[config.mk]
export PLATFORM = sky130hd
export DESIGN_NAME = iwcm_divider
export DESIGN_NICKNAME = d
export VERILOG_FILES = /design/src/rtl/iwcm_pkg.sv /design/src/rtl/iwcm_divider.sv
export SDC_FILE = /design/constraint.sdc
export NUM_CORES = 1
export LEC_CHECK = 0
export ABC_CLOCK_PERIOD_IN_PS = 3500
export BUFFER_PORTS_ARGS = -buffer_cell sky130_fd_sc_hd__buf_2
export CAP_MARGIN = 20
export CORE_ASPECT_RATIO = 1.25
export CORE_MARGIN = 8
export CORE_UTILIZATION = 51
export DETAILED_ROUTE_END_ITERATION = 10
export PLACE_DENSITY = 0.87
export RECOVER_POWER = 100
export SLEW_MARGIN = 20
export SYNTH_ARGS = -nofsm -noshare
export SYNTH_HDL_FRONTEND = slang
export SYNTH_SLANG_ARGS = --single-unit
[constraint.sdc]
create_clock -name clk_i -period 3.5 [get_ports clk_i]
set_input_delay 0.35 -clock clk_i [delete_from_list [all_inputs] [get_ports clk_i]]
set_output_delay 0.35 -clock clk_i [all_outputs]
set_load 0.01 [all_outputs]
[src/rtl/iwcm_pkg.sv]
`default_nettype none

package iwcm_pkg;

  localparam int unsigned MAX_DIM    = 512;
  localparam int unsigned DIM_W      = $clog2(MAX_DIM);
  localparam int unsigned ADDR_W     = 2 * DIM_W;
  localparam int unsigned SIZE_W     = DIM_W + 1;
  localparam int unsigned CRD_W      = SIZE_W + 1;
  localparam int unsigned MAX_SQUARE = 31;
  localparam int unsigned SQ_W       = 5;
  localparam int unsigned RAD_W      = SQ_W;
  localparam int unsigned PT_W       = 16;
  localparam int unsigned CH_W       = 8;
  localparam int unsigned PIX_W      = 3 * CH_W;
  localparam int unsigned FRAC_W     = 8;
  localparam int unsigned MEAN_W     = 16;
  localparam int unsigned MEAN_MAX   = 255 << FRAC_W;
  localparam int unsigned SUM_W      = $clog2(MAX_SQUARE * MAX_SQUARE * 255 + 1);
  localparam int unsigned DVD_W      = SUM_W + FRAC_W;
  localparam int unsigned DIV_STEPS  = (DVD_W + 1) / 2;
  localparam int unsigned DIV_BITS   = 2 * DIV_STEPS;
  localparam int unsigned DSR_W      = $clog2(MAX_SQUARE * MAX_SQUARE + 1);
  localparam int unsigned DCNT_W     = $clog2(DIV_STEPS + 1);
  localparam int unsigned CFG_W      = SIZE_W;
  localparam int unsigned CFG_IDX_W  = 2;

  typedef enum logic [CFG_IDX_W-1:0] {
    REG_SQUARE = 2'd0,
    REG_WIDTH  = 2'd1,
    REG_HEIGHT = 2'd2
  } cfg_reg_e;

  typedef enum logic [2:0] {
    ST_IDLE,
    ST_PLACE,
    ST_CLAMP,
    ST_SCAN,
    ST_DRAIN,
    ST_DIV_GO,
    ST_DIV_WAIT,
    ST_DONE
  } iwcm_state_e;

  typedef struct packed {
    logic scan;
    logic acc_clr;
    logic div_start;
    logic out_load;
  } iwcm_ctl_t;

endpackage

`default_nettype wire

[src/rtl/iwcm_divider.sv]
`default_nettype none

module iwcm_divider (
  input  wire logic                         clk_i,
  input  wire logic                         rst_ni,
  input  wire logic                         start_i,
  input  wire logic [iwcm_pkg::DVD_W-1:0]   dividend_i,
  input  wire logic [iwcm_pkg::DSR_W-1:0]   divisor_i,
  output logic                              busy_o,
  output logic      [iwcm_pkg::MEAN_W-1:0]  quot_o
);

  import iwcm_pkg::*;

  logic [DIV_BITS-1:0] dvd_q, dvd_d;
  logic [DSR_W-1:0]    rem_q, rem_d;
  logic [DSR_W-1:0]    dsr_q;
  logic [DCNT_W-1:0]   cnt_q;
  logic                busy_q;

  // two quotient bits per cycle, restoring
  always_comb begin
    logic [DSR_W:0] trial;
    dvd_d = dvd_q;
    rem_d = rem_q;
    for (int k = 0; k < 2; k++) begin
      trial = {rem_d, dvd_d[DIV_BITS-1]};
      dvd_d = {dvd_d[DIV_BITS-2:0], 1'b0};
      if (trial >= {1'b0, dsr_q}) begin
        rem_d    = DSR_W'(trial - {1'b0, dsr_q});
        dvd_d[0] = 1'b1;
      end else begin
        rem_d = trial[DSR_W-1:0];
      end
    end
  end

  always_ff @(posedge clk_i or negedge rst_ni) begin
    if (!rst_ni) begin
      busy_q <= 1'b0;
      cnt_q  <= '0;
    end else if (start_i) begin
      busy_q <= 1'b1;
      cnt_q  <= DCNT_W'(DIV_STEPS);
    end else if (busy_q) begin
      cnt_q  <= cnt_q - 1'b1;
      busy_q <= (cnt_q != DCNT_W'(1));
    end
  end

  always_ff @(posedge clk_i) begin
    if (start_i) begin
      dvd_q <= DIV_BITS'(dividend_i);
      rem_q <= '0;
      dsr_q <= divisor_i;
    end else if (busy_q) begin
      dvd_q <= dvd_d;
      rem_q <= rem_d;
    end
  end

  assign busy_o = busy_q;
  assign quot_o = dvd_q[MEAN_W-1:0];

endmodule

`default_nettype wire

Yosys cells after proc, flatten, opt, wreduce, memory -nomap -nowiden
Index checks and enable logic that the tools add are counted.
Storage, ports and cells
  register bits: 51
  input bits: 39
  output and inout port bits: 17
  logic and storage cells: 22
Operators by class
  add/sub/neg operators: 3
  order comparisons: 2
  eq/ne operators: 1
  muxes and demuxes: 10
  reductions and logical operators: 1
Operators by type and width (count)
  $mux 26: 2
  $ge 11x10->1: 2
  $mux 10: 2
  $sub 10x10->10: 2
  $mux 4: 2
  $mux 1: 4
  $ne 4x1->1 const B: 1
  $sub 4x1->4 const B: 1
  $reduce_bool 2->1: 1

Depth between registers and ports, before layout
Gate-level depths: netlist of run 1.
  word-level depth: 6
  depth in mapped cells: 18

Least setup slack after synthesis of run 1
OpenSTA, ideal clock, no wires.
  kind: register to register
  start: reg dsr_q[4]
  end: reg rem_q[4]
  arrival time: 3.599 ns
  required time: 3.352 ns
  setup slack: -0.247 ns
  stages on the path, launching flop included: 18
  buffers on the path: 2
  clock period less this slack: 3.747 ns
  cells stage by stage: edfxtp_1 -> inv_1 -> ha_1 -> buf_2 -> nand4_1 -> nor3_1 -> nor4_1 -> a21oi_4 -> mux2_2 -> ha_1 -> a211oi_1 -> o21ai_0 -> a22oi_1 -> nand2_1 -> a221oi_4 -> buf_6 -> mux2i_1 -> o22ai_1
Between the ends
  cells in the longest elaborated chain, start to end: 4
  elaborated cells on any way between the ends: 6
Ends and longest elaborated chain
  start: declaration: line iwcm_divider.sv:17  | logic [DSR_W-1:0] dsr_q;
  start signal: assignment: line iwcm_divider.sv:55  | dsr_q <= divisor_i;
  $ge 11x10->1 / $sub 10x10->10 (equally long branches): line iwcm_divider.sv:29, iwcm_divider.sv:30
  $mux 10: line iwcm_divider.sv:29  | if (trial >= {1'b0, dsr_q}) begin
  $sub 10x10->10 / $ge 11x10->1 (equally long branches): line iwcm_divider.sv:30, iwcm_divider.sv:29
  $mux 10 (*): line iwcm_divider.sv:29
  end signal: assignment: line iwcm_divider.sv:58  | rem_q <= rem_d;
  end: declaration: line iwcm_divider.sv:16  | logic [DSR_W-1:0] rem_q, rem_d;
Mark *: on every way between the ends. The rest lies on a longest branch, timed or not.
A chain may end at the register's enable or synchronous reset.

Worst setup path after layout of run 1
  start: reg dsr_q[2]
  end: reg rem_q[4]
Between the ends
  cells in the longest elaborated chain, start to end: 4
  elaborated cells on any way between the ends: 6
Ends and longest elaborated chain (line)
  $sub 10x10->10 / $ge 11x10->1 (equally long branches): iwcm_divider.sv:30, iwcm_divider.sv:29
  $mux 10: iwcm_divider.sv:29
  $sub 10x10->10 / $ge 11x10->1 (equally long branches): iwcm_divider.sv:30, iwcm_divider.sv:29
  $mux 10 (*): iwcm_divider.sv:29
Marks and branches as above.

==> results of run 1 <==
## Yosys cell counts (4+ instances only)
master    count  area share (%)
nand3_1       7             1.0
xor2_1        4             1.0
o311ai_0      4             1.0
mux2i_1       7             2.1
inv_1        25             2.8
a21boi_0      4            0.89
dfxtp_1      10             5.9
dfrtp_1       5             3.7
mux2_2       32              11
xnor2_1       6             1.6
nand2_1      21             2.3
edfxtp_1     36              32
a21oi_1      15             2.2
nor2_1       14             1.6
o21ai_0      10             1.5
nor3_1        7             1.0
clkbuf_1      6            0.67
ha_1         22             8.1
buf_4        16             3.6
nand2b_1      6             1.1
## cell type report
| cell class | count | area, um^2 | area share [%] |
|---|---|---|---|
| clock inverter | 2 | 35.0 | 0.719 |
| sequential | 51 | 1410 | 28.9 |
| clock buffer | 6 | 82.6 | 1.69 |
| timing repair buffer | 148 | 992 | 20.4 |
| tap | 87 | 109 | 2.23 |
| multi-input combinational | 211 | 2150 | 44.1 |
| inverter | 27 | 101 | 2.08 |
## report_power, final
| group | internal [mW] | switching [mW] |
|---|---|---|
| logic | 1.69 | 1.72 |
| clock network | 0.232 | 0.215 |
| registers | 0.769 | 0.0825 |
| total | 2.69 | 2.02 |
## sequential cells by signal (all words and copies together) (netlist names)
register and count:
dsr_q 10, rem_q 10, busy_o 1, cnt_q 4, dvd_q 26
## worst max-delay path, delay by kind of cell (launching register included)
family	cells	cell delay, ps
simple gates	2	300
fa+ha+maj	2	550
mux	2	560
flops	1	360
compound gates	8	1770
buf+inv	3	410
## per-stage QoR
step                      setup slack [ps]  util [%]  setup TNS [ps]  std cells  hold slack (ps)
final                                 -611      75.2           -5700        532              205
after global routing                  -738      75.2           -7130        532              196
after CTS                             -214      70.6           -1830        518              207
after detailed placement              -399      64.1           -3280        491              172
after global placement                -400      64.1           -3030        491              167
after floorplan                       -144         -            -524        313             54.4
## worst min-delay path by stage
stage | from | to | slack, ps | depth (start not counted)
2_1_floorplan | rst_ni | busy_o | 50 | 0
6_report | divisor_i[7] | dsr_q[7] | 200 | 1
4_1_cts | divisor_i[0] | dsr_q[0] | 210 | 1
5_1_grt | divisor_i[8] | dsr_q[8] | 200 | 1
3_5_place_dp | rst_ni | cnt_q[0] | 170 | 1
3_3_place_gp | rst_ni | cnt_q[3] | 170 | 1
## cell families (layout without fill, tap and decap cells)
kind of cell | Yosys count | count (layout) | share of synthesized area [%]
simple gates | 75 | 75 | 11.4
compound gates | 62 | 62 | 14.3
mux | 40 | 40 | 13.2
flops | 51 | 51 | 41.6
buf+inv | 51 | 183 | 7.69
xor+xnor | 10 | 10 | 2.59
fa+ha+maj | 24 | 24 | 9.32
## routing by layer
metal	GRT usage, %	vias up	part of all wire, %
li1	-	1401	-
met3	4.13	86	7.5
met4	14.4	0	7.6
met1	22.1	1575	33
met2	39.5	234	51
met5	0	-	0
## cell usage in the layout, fill, tap and decap left out, types with 8 or more instances in the layout
cell      Yosys  routed
a21oi_1      15      12
mux2_2       32      23
nand2_1      21      18
ha_4          0      14
ha_1         22       8
dfxtp_1      10      10
mux2_4        1       8
inv_1        25      21
clkbuf_1      6      20
edfxtp_1     36      36
buf_4        16      84
buf_2         1      36
nor2_1       14      14
## what timing repair did
| action | CTS | global route |
|---|---|---|
| resized for setup | 28 | 51 |
| cloned | 2 | 0 |
| pin swaps | 13 | 28 |
| setup buffers | 16 | 21 |
| endpoints found under the setup margin | 11 | 11 |
| hold buffers | 1 | 0 |
| endpoints found under the hold margin | 5 | 0 |
==> key figures, run 1 <==
Run status
  • Outcome: complete, but fails checks
  • Failing checks: max-capacitance violations, max-slew violations, negative setup slack

Routing
  • Final ANT Viol Nets: 0
  • Avg Vias per Cell: 6.20
  • DR pass1 iterations: 7
  • # DRC: 0
  • Initial drt markers: 220
  • Routed Wire Length: 12,900 um
  • Routed wire per std cell: 24.2 um
  • Vias: 3,296

Clocking
  • Worst skew pair latency: 310 ps
  • Reg clk slew, reported paths: 100 ps
  • CTS tree: built
  • Clk sinks: 51
  • H-tree depth: 2
  • Max Root-Sink Buffers: 2
  • Root buffer cell: clkbuf_8
  • Num CTS Buffers: 5

Worst setup path
  • R2r setup slk: -610 ps
  • Critical Path RT: 3670 ps
  • Worst-path fanout max: 6
  • Crit-path cells: inv_1 > ha_4 > nand3b_1 > a21oi_4 > o211ai_4 > a21oi_4 > buf_12 > mux2_4 > ha_4 > a211oi_2 > o21ai_2 > a22oi_2 > nand2_2 > a221oi_4 > buf_12 > mux2i_4 > o22ai_2
  • Critical Path Start Type: flop
  • Critical path type: flop to flop
  • CP Capture Type: flop
  • Worst Reg-to-Reg Cells: 17
  • Critical Path Start: dsr_q[2]
  • Worst setup path endpoint: rem_q[4]
  • Critical path's slowest cell: a221oi_4
  • Arrival time worst endpoint: 4280 ps
  • RR Startpoint: dsr_q[2]
  • Worst path max stage delay: 380 ps
  • Worst R2R End: rem_q[4]

Logic synthesis
  • Ys flop type: edfxtp_1
  • Post-synth net total: 376
  • Post-synth ARST share: 9.80%
  • Synth Warn #: 0
  • Yosys cell types: 59
  • Number of enable flip-flop cells after synthesis: 36
  • Synth Register Bits: 51
  • Mapped cell area: 3380 um^2
  • Avg Inst Size Synth: 10.8 um^2
  • Post-Syn Instances: 313
  • Seq/Total Area, Yosys: 41.6%

Timing
  • Slew margin rel.: -59.7%
  • Clock period minus worst slack: 4110 ps
  • Fin worst setup slack: -611 ps
  • Final setup vio count: 11
  • Worst slew pin tran: 2390 ps
  • Final Hold Fails: 0
  • RSZ-0062 raised after global routing: yes
  • Fmax: 0.243 GHz
  • Final Skew: 4.37 ps
  • Pins over their slew limit: 45
  • Final Cycle Share: 117%

Placed design
  • Global placement routability congestion: 0.936
  • Area post-placement: 4150 um^2
  • IO Port Bufs: 55
  • Hpwl dp: 6500 um

GRT
  • Pin count of the biggest net entering global routing: 45
  • Total gr overflow: 0
  • First-pass GRT wire length: 15,900 um
  • Vias in the first global route: 3,226
  • GRT Total Usage: 22.0%
  • Antenna violations before repair: 0

Finish
  • Area Overhead vs Synth: 44.0%
  • Final Net Count: 507
  • Fin area: 4870 um^2
  • Layout cell share with drive strength beyond 1: 51.2%
  • Ant diodes: 0
  • Fill cells: 382

Die
  • Ports: 56
  • Die Y: 107 um
  • Die Area: 9510 um^2
  • Row count: 33
  • Die X: 88.9 um
  • Placeable Area: 6480 um^2
  • Starting density of the core: 52.2%

Power and ir drop
  • PD cells: 967 nW/um^2
  • LEAKAGE: 2.08 nW
  • Overall power: 4.71 mW
  • Peak VDD IR: 0.607 mV

Run
  • Max-cap viol count: 1

Hold path
  • Worst min path class: input port to flop
No activity file was read; power rests on OpenSTA's default activity.
==> run 2, diff against run 1 <==
- CELL_PAD_IN_SITES_DETAIL_PLACEMENT: not set -> 0
- CELL_PAD_IN_SITES_GLOBAL_PLACEMENT: not set -> 2
- CORE_UTILIZATION: 51 -> 33
==> key figures, run 2 (synthesized netlist as in run 1, its figures left out) <==
Run status
  • Outcome: complete, but fails checks
  • Failing checks: negative setup slack

Die
  • Starting density of the core: 33.6% (-19 points)
  • Die Y: 129 um (+21%)
  • Ports: 56 (unchanged)
  • Row count: 41 (+24%)
  • Die Area: 13,800 um^2 (+45%)
  • Placeable Area: 10,100 um^2 (+55%)
  • Die X: 107 um (+20%)

Finish
  • Most frequent cells in the layout: buf_4, edfxtp_1, buf_2, mux2_2, clkbuf_1
  • Largest registers: dvd_q: 26 flops, dsr_q: 10 flops, rem_q: 10 flops
  • Layout cell share with drive strength beyond 1: 49.4% (-1.8 points)
  • Reg with most FFs: dvd_q
  • Max reg flops: 26 (unchanged)
  • Final Net Count: 503 (-0.79%)
  • Commonest non-fill, non-tap cell in the layout: buf_4
  • Area Overhead vs Synth: 42.9%
  • Ant diodes: 0 (unchanged)
  • Layout Cells excl Fill: 570 (+7.1%)

Timing
  • Final Hold Fails: 0 (unchanged)
  • Clock period minus worst slack: 3730 ps (-382 ps)
  • Final Skew: 3.06 ps (-1.32 ps)
  • Slew margin rel.: 18.4% (+78 points)
  • Pins over their slew limit: 0 (-100%)
  • Final Cycle Share: 107% (-11 points)
  • RSZ-0062 raised after global routing: yes
  • Fmax: 0.268 GHz (+10%)
  • Setup TNS: -1960 ps (+3740 ps)
  • Fin worst setup slack: -228 ps (+382 ps)
  • Final setup vio count: 11 (unchanged)
  • Worst slew pin tran: 1220 ps (-1170 ps)

Worst setup path
  • Critical Path RT: 3660 ps (about the same)
  • Critical Path Start Type: flop
  • Worst-path fanout max: 7 (+1)
  • CP Capture Type: flop
  • Critical path type: flop to flop
  • Arrival time worst endpoint: 3890 ps (-390 ps)

Clocking
  • Max Root-Sink Buffers: 2 (unchanged)
  • Reg clk slew, reported paths: 70 ps (-30 ps)
  • H-tree depth: 2 (unchanged)
  • Num CTS Buffers: 5 (unchanged)
  • Worst skew pair latency: 290 ps (-20 ps)
  • Clk sinks: 51 (unchanged)
  • CTS tree: built
  • Root buffer cell: clkbuf_16

Power and ir drop
  • Peak VDD IR: 0.535 mV (-12%)
  • LEAKAGE: 2.05 nW (-1.4%)
  • Overall power: 4.28 mW (-9.2%)
  • PD cells: 885 nW/um^2 (-8.5%)

GRT
  • Antenna violations before repair: 0 (unchanged)
  • Pin count of the biggest net entering global routing: 28 (-38%)
  • Vias in the first global route: 3,081 (-4.5%)
  • GR peak layer: met2
  • M1 GR Usage: 14.7% (-7.4 points)
  • GRT Total Usage: 13.5% (-8.5 points)
  • Total gr overflow: 0 (unchanged)
  • First-pass GRT wire length: 14,800 um (-6.9%)
  • M2 GR Usage: 24.0% (-15 points)
  • Met3 Usage GRT: 3.68% (-0.46 points)

Hold path
  • Worst min path class: input port to flop

Routing
  • DR pass1 iterations: 4 (-3)
  • Final ANT Viol Nets: 0 (unchanged)
  • # DRC: 0 (unchanged)
  • Routed wire per std cell: 15.9 um (-35%)
  • Initial drt markers: 68 (-69%)
  • Avg Vias per Cell: 4.96 (-20%)
  • Routed Wire Length: 9040 um (-30%)
  • Vias: 2,828 (-14%)

Placed design
  • Global placement routability congestion: 0.860 (-8.1%)
  • IO Port Bufs: 55 (unchanged)
  • Placed cells: 543 (+11%)
  • Hpwl dp: 6860 um (+5.4%)

Run
  • Max-cap viol count: 0 (-1)
==> run 2: critical path: stages (launching register included) <==
cell      delay (ps)
edfxtp_1         340
inv_2             60
ha_4             290
nand4_1          150
nor3_2           280
nor4_2            90
a21oi_4          250
buf_6            150
mux2_4           320
ha_4             230
a211oi_2         200
o21ai_2          100
a22oi_2          210
nand2_2          110
a221oi_4         340
buf_12           180
mux2i_4          230
o21ai_1           70
==> run 2: metal layers <==
| metal | vias to the layer above | wire (um) |
|---|---|---|
| li1 | 1391 | - |
| met1 | 1355 | 3700 |
| met2 | 69 | 4690 |
| met3 | 13 | 445 |
| met4 | 0 | 206 |
| met5 | - | 0 |
==> run 2: path summary, 6_finish.rpt <==
kind / startpoint / end / slack [ps] / cells after the start
max: dsr_q[6] / rem_q[8] / -230 / 17
min: divisor_i[1] / dsr_q[1] / 230 / 1
max reg2reg: dsr_q[6] / rem_q[8] / -230 / 17
min reg2reg: cnt_q[3] / cnt_q[3] / 530 / 2
min in group asynchronous: rst_ni / cnt_q[3] / 440 / 2
max in group asynchronous: rst_ni / cnt_q[1] / 2840 / 2
==> run 2: stage by stage <==
step                      hold WS (ps)  area [um^2]  util (%)  setup slack (ps)
after floorplan                   54.4         3470         -              -144
after global placement             168         4280      42.6              -359
after detailed placement           172         4280      42.6              -409
after CTS                          221         4600      45.8              -264
after global routing               216         4830      48.1              -433
final                              228         4830      48.1              -228
==> run 2: cell type report <==
cell class / instances / area [um^2]
clock inverter: 3 / 38.8
inverter: 27 / 101
tap: 129 / 161
sequential: 51 / 1410
multi-input combinational: 211 / 2060
timing repair buffer: 144 / 946
clock buffer: 5 / 125
fill: 965 / 5220
==> run 2: what timing repair did <==
item / in CTS / in global routing
cloned: 1 / 0
endpoints found under the hold margin: 5 / 0
setup buffers: 8 / 12
endpoints found under the setup margin: 11 / 11
pin swaps: 8 / 24
resized for setup: 19 / 40
hold buffers: 1 / 0
==> run 2: report_power, final <==
part	internal [mW]	switching [mW]	total, mW
Combinational	1.57	1.32	2.89
Clock	0.334	0.213	0.547
Sequential	0.769	0.0747	0.844
Total	2.67	1.61	4.28
==> run 3, diff against run 2 <==
- ABC_CLOCK_PERIOD_IN_PS: 3500 -> 3440
- CORE_ASPECT_RATIO: 1.25 -> 0.9
- CORE_UTILIZATION: 33 -> 37
- PLACE_DENSITY: 0.87 -> 0.92
- SKIP_LAST_GASP: not set -> 1
- clock period: 3.5 -> 3.44 ns (I/O delays scaled with it)
==> key figures, run 3 (synthesized netlist as in run 1, its figures left out) <==
Timing
  • Final setup vio count: 11 (unchanged)
  • Worst slew pin tran: 1020 ps (-203 ps)
  • Final Skew: 11.1 ps (+8.04 ps)
  • RSZ-0062 raised after global routing: yes
  • Final Cycle Share: 108% (+1.7 points)
  • Fmax: 0.269 GHz (+0.18%)
  • Clock period minus worst slack: 3720 ps (-6.62 ps)
  • Fin worst setup slack: -282 ps (-53.4 ps)
  • Pins over their slew limit: 0 (unchanged)
  • Slew margin rel.: 31.9% (+13 points)
  • Final Hold Fails: 0 (unchanged)

Placed design
  • IO Port Bufs: 55 (unchanged)
  • Hpwl dp: 6490 um (-5.3%)
  • Area post-placement: 4270 um^2 (-0.32%)
  • Placed cells: 537 (-1.1%)
  • Global placement routability congestion: 0.867 (+0.92%)

Clocking
  • H-tree depth: 2 (unchanged)
  • Max Root-Sink Buffers: 2 (unchanged)
  • Num CTS Buffers: 5 (unchanged)
  • Root buffer cell: clkbuf_8
  • Worst skew pair latency: 310 ps (+20 ps)
  • Reg clk slew, reported paths: 100 ps (+30 ps)
  • Clk sinks: 51 (unchanged)
  • CTS tree: built

Finish
  • Layout Cells excl Fill: 566 (-0.70%)
  • Fill cells: 818 (-15%)
  • Reg with most FFs: dvd_q
  • Layout cell share with drive strength beyond 1: 49.5% (+0.12 points)
  • Commonest non-fill, non-tap cell in the layout: buf_4
  • Most frequent cells in the layout: buf_4, edfxtp_1, buf_2, mux2_2, nand2_1
  • Fin area: 4760 um^2 (-1.6%)
  • Final Net Count: 506 (+0.60%)
  • Largest registers: dvd_q: 26 flops, dsr_q: 10 flops, rem_q: 10 flops
  • Max reg flops: 26 (unchanged)
  • Area Overhead vs Synth: 40.6%
  • Ant diodes: 0 (unchanged)

Worst setup path
  • CP Capture Type: flop
  • Critical Path RT: 3610 ps (-50 ps)
  • Arrival time worst endpoint: 3890 ps (about the same)
  • Critical path type: flop to flop
  • Worst-path fanout max: 5 (-2)
  • Critical Path Start Type: flop
  • Crit-path leading delay family: compound AO/OA/AOI/OAI gates
  • Worst path max stage delay: 350 ps (about the same)
  • Crit-path cells: inv_2 > ha_4 > nand4_1 > a21oi_2 > o211ai_4 > a21oi_4 > buf_6 > mux2_4 > ha_4 > nand2_1 > a21oi_2 > o311ai_1 > nand2_1 > a221oi_4 > buf_6 > mux2i_2 > o22ai_1
  • Critical path's slowest cell: edfxtp_1
  • CP bufs+invs: 3 (unchanged)
  • R2r setup slk: -280 ps (-50 ps)

GRT
  • M2 GR Usage: 23.9% (about the same)
  • Antenna violations before repair: 0 (unchanged)
  • Pin count of the biggest net entering global routing: 45 (+61%)
  • Vias in the first global route: 2,986 (-3.1%)
  • GR peak layer: met2
  • Met3 Usage GRT: 3.65% (-0.024 points)
  • M1 GR Usage: 17.8% (+3.0 points)
  • GRT Total Usage: 14.2% (+0.69 points)
  • First-pass GRT wire length: 14,200 um (-4.1%)
  • Total gr overflow: 0 (unchanged)

Run status
  • Outcome: complete, but fails checks
  • Failing checks: negative setup slack

Routing
  • Routed Wire Length: 8570 um (-5.1%)
  • Vias: 2,791 (-1.3%)
  • Final ANT Viol Nets: 0 (unchanged)
  • DR pass1 iterations: 4 (unchanged)
  • # DRC: 0 (unchanged)
  • Routed wire per std cell: 15.1 um (-4.5%)
  • Initial drt markers: 118 (+74%)
  • Avg Vias per Cell: 4.93 (-0.61%)

Power and ir drop
  • Peak VDD IR: 0.444 mV (-17%)
  • LEAKAGE: 2.03 nW (-0.91%)
  • PD cells: 878 nW/um^2 (-0.84%)

Hold path
  • Worst min path class: input port to flop

Die
  • Ports: 56 (unchanged)
  • Placeable Area: 9000 um^2 (-10%)
  • Row count: 33 (-20%)
  • Die Area: 12,500 um^2 (-9.5%)
  • Die X: 117 um (+9.6%)
  • Die Y: 107 um (-17%)
  • Starting density of the core: 37.6% (+3.9 points)

Run
  • Max-cap viol count: 0 (unchanged)
## run 3: report_power, final
group          switching, mW  total [mW]  internal (mW)
logic                   1.33        2.96           1.63
registers             0.0721       0.853          0.781
clock network          0.214       0.363          0.150
## run 3: what timing repair did
item / in CTS / in global routing
pin swaps: 17 / 9
hold buffers: 1 / 0
endpoints found under the hold margin: 5 / 0
resized for setup: 39 / 14
buffers inserted: 13 / 7
setup endpoints to repair: 11 / 11
## run 3: routing by layer
layer | wire length (um) | vias to the layer above
met2 | 4140 | 60
met1 | 3850 | 1323
li1 | - | 1397
met3 | 481 | 11
met4 | 105 | 0
met5 | 0 | -
## run 3: area by class of cell
class / count / area [um^2] / share of cell area (%)
inverters: 27 / 101 / 2.13
well taps: 122 / 153 / 3.21
clock buffers: 5 / 68.8 / 1.45
flip-flops and latches: 51 / 1410 / 29.6
multi-input cells: 211 / 2020 / 42.5
clock inverters: 3 / 27.5 / 0.579
repair buffers: 147 / 976 / 20.5
## run 3: stage by stage
stage / power [mW] / setup TNS [ps] / setup WS [ps] / hold WS [ps] / util (%)
floorplan: 2.35 / -1040 / -204 / 48.4 / -
global placement: 3.12 / -3420 / -434 / 164 / 47.4
detailed placement: 3.17 / -4320 / -480 / 165 / 47.4
CTS: 3.95 / -1710 / -221 / 196 / 51.9
global route: 4.46 / -4440 / -466 / 190 / 52.8
finish: 4.18 / -2450 / -282 / 205 / 52.8
## run 3: worst paths after layout
kind	start	cells after the start	to
min	divisor_i[0]	1	dsr_q[0]
min in group asynchronous	rst_ni	2	busy_o
max in group asynchronous	rst_ni	2	cnt_q[0]
min reg2reg	cnt_q[3]	2	cnt_q[3]
max	dsr_q[6]	17	rem_q[4]
max reg2reg	dsr_q[6]	17	rem_q[4]
## run 3: worst register-to-register path, cell delays in order (launching register included)
cell      delay (ps)
edfxtp_1         350
inv_2             50
ha_4             290
nand4_1          200
a21oi_2          250
o211ai_4         110
a21oi_4          180
buf_6            160
mux2_4           340
ha_4             240
nand2_1          110
a21oi_2           50
o311ai_1         290
nand2_1          170
a221oi_4         320
buf_6            180
mux2i_2          210
o22ai_1           80
